[config.mk]
export PLATFORM = sky130hd
export DESIGN_NAME = pcm_linear_fade_gain_core
export DESIGN_NICKNAME = d
export VERILOG_FILES = /design/src/rtl/plfg_pkg.sv /design/src/rtl/pcm_linear_fade_gain_core.sv /design/src/rtl/plfg_ctrl.sv /design/src/rtl/plfg_dp.sv
export SDC_FILE = /design/constraint.sdc
export NUM_CORES = 1
export LEC_CHECK = 0
export ABC_CLOCK_PERIOD_IN_PS = 14600
export BUFFER_PORTS_ARGS = -buffer_cell sky130_fd_sc_hd__clkbuf_2
export CAP_MARGIN = 20
export CELL_PAD_IN_SITES_DETAIL_PLACEMENT = 0
export CELL_PAD_IN_SITES_GLOBAL_PLACEMENT = 2
export CORE_UTILIZATION = 45
export CTS_CLUSTER_DIAMETER = 80
export CTS_CLUSTER_SIZE = 25
export DETAILED_ROUTE_END_ITERATION = 8
export PLACE_DENSITY = 0.93
export SLEW_MARGIN = 10
export SYNTH_ARGS = -nofsm -noshare
export SYNTH_HDL_FRONTEND = slang
export SYNTH_SLANG_ARGS = --single-unit
export TNS_END_PERCENT = 1
[constraint.sdc]
create_clock -name clk -period 14.6 [get_ports clk]
set_input_delay 2.92 -clock clk [delete_from_list [all_inputs] [get_ports clk]]
set_output_delay 2.92 -clock clk [all_outputs]
set_load 0.1 [all_outputs]
[src/rtl/plfg_pkg.sv]
`default_nettype none
package plfg_pkg;

  localparam int LENGTH_BITS_DEF = 24;
  localparam int SAMPLE_BITS_DEF = 16;

  typedef enum logic [1:0] {
    CMD_SAMPLE   = 2'd0,
    CMD_FADE_IN  = 2'd1,
    CMD_FADE_OUT = 2'd2,
    CMD_PLAY     = 2'd3
  } cmd_t;

  typedef enum logic [1:0] {
    ST_PLAYING  = 2'd0,
    ST_PAUSED   = 2'd1,
    ST_SILENCE  = 2'd2,
    ST_FINISHED = 2'd3
  } play_st_t;

  typedef enum logic [1:0] {
    FM_NONE = 2'd0,
    FM_UP   = 2'd1,
    FM_DOWN = 2'd2
  } fade_mode_t;

  localparam logic [1:0] ACT_STOP    = 2'd0;
  localparam logic [1:0] ACT_PAUSE   = 2'd1;
  localparam logic [1:0] ACT_SILENCE = 2'd2;

  // what a request turns into
  typedef enum logic [1:0] {
    K_NONE   = 2'd0,
    K_DIRECT = 2'd1,
    K_SCALED = 2'd2
  } kind_t;

  typedef enum logic [2:0] {
    S_IDLE  = 3'd0,
    S_CHECK = 3'd1,
    S_MUL   = 3'd2,
    S_DIV   = 3'd3,
    S_FIX   = 3'd4,
    S_OUT   = 3'd5
  } ctl_st_t;

  typedef struct packed {
    logic ld;
    logic mul;
    logic step;
    logic fix;
  } dp_cmd_t;

  typedef struct packed {
    kind_t kind;
    logic  div_last;
  } dp_stat_t;

endpackage
`default_nettype wire

[src/rtl/pcm_linear_fade_gain_core.sv]
// a scaled sample is offered in S_OUT after S_CHECK, S_MUL, S_DIV and S_FIX;
// an unscaled or zero sample after S_CHECK; other commands and dropped samples return to idle with no output
// one request at a time: in_ready is high only in idle; the shift-subtract
// divider produces one quotient bit per cycle
// reset: synchronous active-low rst_n clears the controller and fade state
`default_nettype none
module pcm_linear_fade_gain_core #(
  parameter int LENGTH_BITS = plfg_pkg::LENGTH_BITS_DEF,
  parameter int SAMPLE_BITS = plfg_pkg::SAMPLE_BITS_DEF
) (
  input  wire logic                          clk,
  input  wire logic                          rst_n,
  input  wire logic                          in_valid,
  output logic                               in_ready,
  input  wire logic [1:0]                    in_command,
  input  wire logic signed [SAMPLE_BITS-1:0] in_sample,
  input  wire logic [LENGTH_BITS-1:0]        in_fade_length,
  input  wire logic [1:0]                    in_end_action,
  output logic                               out_valid,
  input  wire logic                          out_ready,
  output logic signed [SAMPLE_BITS-1:0]      out_sample_out,
  output logic [1:0]                         out_status,
  output logic                               out_finished_event
);

  plfg_pkg::dp_cmd_t  cmd;
  plfg_pkg::dp_stat_t stat;

  plfg_ctrl u_ctrl (
    .clk       (clk),
    .rst_n     (rst_n),
    .in_valid  (in_valid),
    .in_ready  (in_ready),
    .out_valid (out_valid),
    .out_ready (out_ready),
    .stat      (stat),
    .cmd       (cmd)
  );

  plfg_dp #(
    .LENGTH_BITS (LENGTH_BITS),
    .SAMPLE_BITS (SAMPLE_BITS)
  ) u_dp (
    .clk                (clk),
    .rst_n              (rst_n),
    .cmd                (cmd),
    .stat               (stat),
    .in_command         (in_command),
    .in_sample          (in_sample),
    .in_fade_length     (in_fade_length),
    .in_end_action      (in_end_action),
    .out_sample_out     (out_sample_out),
    .out_status         (out_status),
    .out_finished_event (out_finished_event)
  );

endmodule
`default_nettype wire

[src/rtl/plfg_ctrl.sv]
`default_nettype none
module plfg_ctrl (
  input  wire logic               clk,
  input  wire logic               rst_n,
  input  wire logic               in_valid,
  output logic                    in_ready,
  output logic                    out_valid,
  input  wire logic               out_ready,
  input  wire plfg_pkg::dp_stat_t stat,
  output plfg_pkg::dp_cmd_t       cmd
);

  plfg_pkg::ctl_st_t state_r, state_nxt;

  always_ff @(posedge clk) begin
    if (!rst_n) begin
      state_r <= plfg_pkg::S_IDLE;
    end else begin
      state_r <= state_nxt;
    end
  end

  always_comb begin
    state_nxt = state_r;
    cmd       = '0;
    in_ready  = 1'b0;
    out_valid = 1'b0;
    unique case (state_r)
      plfg_pkg::S_IDLE: begin
        in_ready = 1'b1;
        if (in_valid) begin
          cmd.ld    = 1'b1;
          state_nxt = plfg_pkg::S_CHECK;
        end
      end
      plfg_pkg::S_CHECK: begin
        unique case (stat.kind)
          plfg_pkg::K_DIRECT: state_nxt = plfg_pkg::S_OUT;
          plfg_pkg::K_SCALED: state_nxt = plfg_pkg::S_MUL;
          default:            state_nxt = plfg_pkg::S_IDLE;
        endcase
      end
      plfg_pkg::S_MUL: begin
        cmd.mul   = 1'b1;
        state_nxt = plfg_pkg::S_DIV;
      end
      plfg_pkg::S_DIV: begin
        cmd.step = 1'b1;
        if (stat.div_last) begin
          state_nxt = plfg_pkg::S_FIX;
        end
      end
      plfg_pkg::S_FIX: begin
        cmd.fix   = 1'b1;
        state_nxt = plfg_pkg::S_OUT;
      end
      plfg_pkg::S_OUT: begin
        out_valid = 1'b1;
        if (out_ready) begin
          state_nxt = plfg_pkg::S_IDLE;
        end
      end
      default: state_nxt = plfg_pkg::S_IDLE;
    endcase
  end

endmodule
`default_nettype wire

[src/rtl/plfg_dp.sv]
`default_nettype none
module plfg_dp #(
  parameter int LENGTH_BITS = plfg_pkg::LENGTH_BITS_DEF,
  parameter int SAMPLE_BITS = plfg_pkg::SAMPLE_BITS_DEF
) (
  input  wire logic                          clk,
  input  wire logic                          rst_n,
  input  wire plfg_pkg::dp_cmd_t             cmd,
  output plfg_pkg::dp_stat_t                 stat,
  input  wire logic [1:0]                    in_command,
  input  wire logic signed [SAMPLE_BITS-1:0] in_sample,
  input  wire logic [LENGTH_BITS-1:0]        in_fade_length,
  input  wire logic [1:0]                    in_end_action,
  output logic signed [SAMPLE_BITS-1:0]      out_sample_out,
  output logic [1:0]                         out_status,
  output logic                               out_finished_event
);

  localparam int LB = LENGTH_BITS;
  localparam int SB = SAMPLE_BITS;
  localparam int PW = SB + LB;
  localparam int CW = $clog2(SB);

  // fade state
  plfg_pkg::play_st_t   st_r, st_nxt;
  plfg_pkg::fade_mode_t fm_r, fm_nxt;
  logic [1:0]           pend_r, pend_nxt;
  logic [LB-1:0]        pos_r, pos_nxt;
  logic [LB-1:0]        end_r, end_nxt;

  // per-request datapath
  plfg_pkg::kind_t kind_r, kind_nxt;
  logic            neg_r;
  logic [SB-1:0]   mag_r;
  logic [LB-1:0]   num_r, num_nxt;
  logic [LB-1:0]   rem_r;
  logic [SB-1:0]   quo_r;
  logic [CW-1:0]   cnt_r;
  logic [SB-1:0]   res_r, res_nxt;
  logic            evt_r, evt_nxt;

  logic [SB-1:0]   smp_u;
  logic [SB-1:0]   mag_in;
  logic [PW-1:0]   prod;
  logic [LB:0]     trial;
  logic [LB:0]     diff;
  logic            qbit;

  assign smp_u  = SB'(unsigned'(in_sample));
  assign mag_in = smp_u[SB-1] ? (~smp_u + 1'b1) : smp_u;

  always_comb begin
    st_nxt   = st_r;
    fm_nxt   = fm_r;
    pend_nxt = pend_r;
    pos_nxt  = pos_r;
    end_nxt  = end_r;
    kind_nxt = plfg_pkg::K_NONE;
    num_nxt  = pos_r;
    res_nxt  = smp_u;
    evt_nxt  = 1'b0;
    unique case (plfg_pkg::cmd_t'(in_command))
      plfg_pkg::CMD_FADE_IN: begin
        if (fm_r == plfg_pkg::FM_NONE && in_fade_length != '0) begin
          end_nxt = in_fade_length;
          pos_nxt = '0;
          fm_nxt  = plfg_pkg::FM_UP;
          st_nxt  = plfg_pkg::ST_PLAYING;
        end
      end
      plfg_pkg::CMD_FADE_OUT: begin
        if (fm_r == plfg_pkg::FM_NONE) begin
          end_nxt  = in_fade_length;
          pos_nxt  = '0;
          fm_nxt   = plfg_pkg::FM_DOWN;
          pend_nxt = in_end_action;
        end
      end
      plfg_pkg::CMD_PLAY: st_nxt = plfg_pkg::ST_PLAYING;
      default: begin
        // samples are dropped while finished or silenced
        if (st_r != plfg_pkg::ST_FINISHED && st_r != plfg_pkg::ST_SILENCE) begin
          kind_nxt = plfg_pkg::K_DIRECT;
          if (fm_r != plfg_pkg::FM_NONE) begin
            if (pos_r >= end_r) begin
              if (fm_r != plfg_pkg::FM_UP) begin
                res_nxt = '0;
                unique case (pend_r)
                  plfg_pkg::ACT_STOP: begin
                    st_nxt  = plfg_pkg::ST_FINISHED;
                    evt_nxt = 1'b1;
                  end
                  plfg_pkg::ACT_PAUSE:   st_nxt = plfg_pkg::ST_PAUSED;
                  plfg_pkg::ACT_SILENCE: st_nxt = plfg_pkg::ST_SILENCE;
                  default:               st_nxt = st_r;
                endcase
              end
              fm_nxt = plfg_pkg::FM_NONE;
            end else begin
              kind_nxt = plfg_pkg::K_SCALED;
              num_nxt  = (fm_r == plfg_pkg::FM_UP) ? pos_r : (end_r - pos_r);
            end
            if (pos_r != '1) begin
              pos_nxt = pos_r + 1'b1;
            end
          end
        end
      end
    endcase
  end

  // one restoring step: remainder stays below the divisor
  assign prod  = PW'(mag_r) * PW'(num_r);
  assign trial = {rem_r, quo_r[SB-1]};
  assign diff  = trial - {1'b0, end_r};
  assign qbit  = ~diff[LB];

  always_ff @(posedge clk) begin
    if (!rst_n) begin
      st_r   <= plfg_pkg::ST_PLAYING;
      fm_r   <= plfg_pkg::FM_NONE;
      pend_r <= plfg_pkg::ACT_STOP;
      pos_r  <= '0;
      end_r  <= '0;
      kind_r <= plfg_pkg::K_NONE;
    end else if (cmd.ld) begin
      st_r   <= st_nxt;
      fm_r   <= fm_nxt;
      pend_r <= pend_nxt;
      pos_r  <= pos_nxt;
      end_r  <= end_nxt;
      kind_r <= kind_nxt;
    end
  end

  always_ff @(posedge clk) begin
    if (cmd.ld) begin
      neg_r <= smp_u[SB-1];
      mag_r <= mag_in;
      num_r <= num_nxt;
      res_r <= res_nxt;
      evt_r <= evt_nxt;
    end
    if (cmd.mul) begin
      rem_r <= prod[PW-1:SB];
      quo_r <= prod[SB-1:0];
      cnt_r <= '0;
    end
    if (cmd.step) begin
      rem_r <= qbit ? diff[LB-1:0] : trial[LB-1:0];
      quo_r <= {quo_r[SB-2:0], qbit};
      cnt_r <= cnt_r + 1'b1;
    end
    if (cmd.fix) begin
      res_r <= neg_r ? (~quo_r + 1'b1) : quo_r;
    end
  end

  assign stat.kind     = kind_r;
  assign stat.div_last = (cnt_r == CW'(SB - 1));

  assign out_sample_out     = res_r;
  assign out_status         = st_r;
  assign out_finished_event = evt_r;

endmodule
`default_nettype wire

After elaboration in Yosys (flattened, before gate mapping)
Cells that the tools add are included.
{"block": "totals", "ff_bits": 161, "latch_bits": 0, "ram_bits": 0, "mem_bits_ro": 0, "inputBits": 48, "wordCells": 143, "memories": 0}
{"block": "classes", "add_sub_neg": 6, "multipliers": 1, "n_div": 0, "magnitude_cmp": 1, "eq_ne": 23, "shifts": 0, "muxes": 60, "bitwise": 9, "n_reduce_logical": 27}
{"operator": "$mux 24", "count": 15}
{"operator": "$mux 16", "count": 10}
{"operator": "$pmux 24 s3", "count": 1}
{"operator": "$pmux 24 s2", "count": 1}
{"operator": "$mul 16x24->40", "count": 1}
{"operator": "$add 16x1->16 const B", "count": 2}
{"operator": "$not 16->16", "count": 2}
{"operator": "$mux 2", "count": 14}
{"operator": "$sub 25x24->25", "count": 1}
{"operator": "$add 24x1->24 const B", "count": 1}
{"operator": "$ge 24x24->1", "count": 1}
{"operator": "$ne 24x24->1 const B", "count": 1}
{"operator": "$reduce_bool 24->1", "count": 1}
{"operator": "$reduce_bool 3->1", "count": 8}
{"operator": "$sub 24x24->24", "count": 1}
{"operator": "$pmux 2 s3", "count": 3}
{"operator": "$pmux 3 s6", "count": 1}
{"operator": "$mux 15", "count": 1}
{"operator": "$reduce_and 7->1", "count": 2}
{"operator": "$ne 2x2->1 const B", "count": 5}
{"operator": "$mux 3", "count": 3}
{"operator": "$eq 2x1->1 const B", "count": 4}
{"operator": "$eq 2x2->1 const B", "count": 4}
{"operator": "$mux 1", "count": 8}
{"operator": "other kinds (19)", "count": 36}

Longest topological paths before layout
{"block": "logic_depth", "word_depth": 8, "mapped_depth": 25}

Hierarchy
A second synthesis with hierarchy kept.
{"block": "hier_totals", "hier_cells": 2499, "area_unflattened_um2": 22477.8}
{"module": "plfg_dp", "instances": 1, "cells_per_inst": 2464, "area_each_um2": 22195.0, "seq_area_each_um2": 4184.0}
{"module": "plfg_ctrl", "instances": 1, "cells_per_inst": 35, "area_each_um2": 282.8, "seq_area_each_um2": 60.1}

Worst setup path before layout
Ideal clock, no wire load.
{"block": "synth_timing", "path_kind": "reg2reg", "startpoint": "reg u_dp.mag_r[1]", "endpoint": "reg u_dp.rem_r[23] (data pin)", "setup_ps": 261, "t_arrival_ps": 5908, "required_time_ps": 14339, "path_slack_ps": 8431, "stages_incl_launch_ff": 24, "path_buffers": 2, "synth_period_minus_slack_ps": 6169, "path_cell_list": "edfxtp_1 > clkbuf_1 > nand2_1 > fa_1 > inv_1 > fa_1 > inv_1 > fa_1 > inv_1 > fa_1 > fa_1 > inv_1 > fa_1 > inv_1 > ha_1 > clkbuf_1 > a21oi_1 > o21ai_0 > or3_1 > o221ai_1 > o31ai_1 > nand4_1 > mux2_2 > o311a_1"}
{"block": "synth_via", "elab_chain_len": 3}
{"element": "from (decl)", "line": "plfg_dp.sv:34", "rtl": "logic [SB-1:0] mag_r;"}
{"element": "from (signal assigned)", "line": "plfg_dp.sv:139", "rtl": "mag_r <= mag_in;"}
{"element": "$mul 16x24->40", "line": "plfg_dp.sv:113", "rtl": "assign prod = PW'(mag_r) * PW'(num_r);"}
{"element": "$mux 24", "line": "plfg_dp.sv:144", "rtl": "if (cmd.mul) begin"}
{"element": "$mux 24", "line": "plfg_dp.sv:149", "rtl": "if (cmd.step) begin"}
{"element": "to (signal assigned)", "line": "plfg_dp.sv:145", "rtl": "rem_r <= prod[PW-1:SB];"}
{"element": "to (signal assigned)", "line": "plfg_dp.sv:150", "rtl": "rem_r <= qbit ? diff[LB-1:0] : trial[LB-1:0];"}
{"element": "to (decl)", "line": "plfg_dp.sv:36", "rtl": "logic [LB-1:0] rem_r;"}
Every way passes these cells. The select of a mux whose other input is x is not followed.
A chain may end at the register's enable or synchronous reset.

Worst setup path after layout
{"block": "layout_timing", "startpoint": "reg u_dp.mag_r[7]", "endpoint": "reg u_dp.rem_r[23] (data pin)"}
The elaborated chain is that of the path after synthesis.

==> impl_metrics.tcl <==
set metrics [dict create \
    rsz0062_at_grt "no" \
    place.gp.congestion 0.889 \
    final_nets 3041 \
    synth_top_flop_cell "edfxtp_1" \
    grt_max_degree 48 \
    final_common_cell "inv_1" \
    worstPathMaxFanout 24 \
    async_flop_share_pct 0 \
    fin_skew_ns 0.0107 \
    area_growth_syn_to_layout_pct 6.43 \
    yosysSeqAreaShare_pct 18.8 \
    maxSlewHeadroom_pct 24.2 \
    status "finished clean" \
    overflow 0 \
    clock_latency_ns 0.45 \
    hp-class "register to register" \
    slew_violations 0 \
    grt_usage_pct 24.5 \
    critical_path_required_ns 14.81 \
    cts.path.max_buffers 2 \
    diodes 0 \
    hold_violations 0 \
    finalCriticalPeriod_ns 7.54 \
    floorplan.initialDensity_pct 45.9 \
    dieArea_mm2 0.0510 \
    core_mm2 0.0492 \
    cts_root_buffer "clkbuf_16" \
    final_cell_mix "inv_1 (426), nand2_1 (351), fa_1 (308)" \
    wl_per_cell_um 18.4 \
    period_share_pct 51.7 \
    worstMarginPinSlew_ns 1.14 \
    drtAntennaViolNets 0 \
    crit_type "register to register" \
    hold_depth 2 \
    via_per_inst 5.38 \
    drt_iter0_drc 1369 \
    clk_pin_slew_ns 0.08 \
    critPathCaptureType "register" \
    synth.avg_cell_area_um2 8.93 \
    cts_buffers 17 \
    syn-num-nets 3050 \
    cts_tree "done" \
    synth_edf_count 102 \
    num_rows 81 \
    grt_pass1_wl_um 97400 \
    fmax_mhz 133 \
    syn-instance-count 2526 \
    drive_above_1_share_pct 5.65 \
    fp.dieH_um 226 \
    cp.arrival_ns 7.75 \
    hold_buffers 0 \
    port_buffers 68 \
    drt_pass1_iterations 6 \
    worstSetupStartpointType "register" \
    regArea_mm2 0.00424 \
    grt_pass1_vias 18000 \
    cts_setup_buffers 0 \
    cts.htree.levels 4 \
    yosysWarnings 0 \
    drc 0 \
    vias 17200 \
    setup_viol 0 \
    n_fill_cell 4746 \
    multiInputGateArea_mm2 0.0163 \
    num_io_pins 69 \
    ys_ff_latch 161 \
    drt-total-wl_um 58900 \
    ctsResizeCount 0 \
    syn_area_mm2 0.0226 \
    rr_worst_depth 20 \
    synth_cell_types 78 \
    cts_sinks 161 \
    antenna_found_initial 0 \
    dpl.hpwl_um 46600 \
    setup_tns_ns 0 \
    drv_cap 0 \
    die_x_um 226 \
]
[worst max-delay path, cell delays in order (launching register included)]
cell and delay, ns:
edfxtp_1 1.10, nand2_1 0.19, fa_1 0.58, inv_1 0.05, fa_1 0.49, fa_1 0.54
fa_1 0.54, fa_1 0.56, inv_1 0.06, fa_1 0.54, inv_1 0.04, ha_1 0.37
nand2_1 0.19, a211oi_1 0.26, o21ai_0 0.10, a21oi_1 0.33, o221ai_1 0.32, o31ai_1 0.42
nand4_1 0.16, mux2_2 0.30, o311a_1 0.12
[cell families after synthesis]
group,count (synthesis),share of synthesized area (%)
mux,63,2.83
compound gates,358,10.1
fa+ha+maj,476,36.7
simple gates,814,17.8
xor+xnor,122,4.82
flops,161,18.8
buf+inv,532,8.96
[routing by layer]
layer	up-vias	track usage [%]	routed length, um
li1	8090	-	-
met1	8568	35.8	27900
met2	460	39.3	27100
met3	53	2.54	3080
met4	0	5.05	813
met5	-	0	0
[cells in the mapped netlist, types with 18 or more instances]
| master | number | area share [%] |
|---|---|---|
| inv_1 | 427 | 7.1 |
| xor2_1 | 41 | 1.6 |
| o22ai_1 | 18 | 0.50 |
| nand3_1 | 32 | 0.71 |
| a21oi_1 | 107 | 2.4 |
| nand2b_1 | 18 | 0.50 |
| nor3_1 | 24 | 0.53 |
| nand4_1 | 21 | 0.58 |
| xnor2_1 | 80 | 3.1 |
| ha_1 | 168 | 9.3 |
| nand2_1 | 351 | 5.8 |
| mux2i_1 | 57 | 2.5 |
| nor2b_1 | 41 | 1.1 |
| dfxtp_1 | 59 | 5.2 |
| fa_1 | 308 | 27 |
| a21o_1 | 31 | 1.0 |
| and2_1 | 168 | 4.7 |
| edfxtp_1 | 102 | 14 |
| clkbuf_1 | 91 | 1.5 |
| o21ai_0 | 89 | 2.0 |
| nor2_1 | 91 | 1.5 |
[state kept, by name (all words and copies together) (netlist names)]
| register | count |
|---|---|
| u_dp.out_sample_out | 16 |
| u_dp.rem_r | 24 |
| u_dp.neg_r | 1 |
| u_dp.out_status | 2 |
| u_dp.fm_r | 2 |
| u_ctrl.state_r | 3 |
| u_dp.end_r | 24 |
| u_dp.quo_r | 16 |
| u_dp.kind_r | 2 |
| u_dp.pos_r | 24 |
| u_dp.pend_r | 2 |
| u_dp.out_finished_event | 1 |
| u_dp.mag_r | 16 |
| u_dp.num_r | 24 |
| u_dp.cnt_r | 4 |
[area by class of cell]
cell class              count  share of cell area, %
multi-input cells        1833                   67.9
flip-flops and latches    161                   17.7
inverters                 427                   6.68
well taps                 664                   3.46
clock buffers              18                   1.88
repair buffers             77                   1.68
clock inverters            14                  0.735
[worst paths after layout]
kind	startpoint	end	slack [ns]
worst max register to register	u_dp.mag_r[7]	u_dp.rem_r[23]	7.06
worst min-delay path	u_dp.kind_r[1]	u_dp.kind_r[1]	0.50
worst max-delay path	u_dp.mag_r[7]	u_dp.rem_r[23]	7.06
worst min register to register	u_dp.kind_r[1]	u_dp.kind_r[1]	0.50
[metrics by stage]
step | area (um^2) | util, % | setup slack [ns] | hold slack, ns | cells
4_1_cts | 24000 | 48.8 | 7.12 | 0.503 | 3194
3_3_place_gp | 23400 | 47.6 | 7.15 | 0.473 | 3161
3_5_place_dp | 23400 | 47.6 | 7.17 | 0.490 | 3162
5_1_grt | 24000 | 48.8 | 6.65 | 0.531 | 3194
6_report | 24000 | 48.8 | 7.06 | 0.505 | 3194
2_1_floorplan | 22600 | - | 8.43 | 0.454 | 2526
Power is not shown: default switching activity piles up to over one toggle a cycle in this logic, so the estimate is an artifact.
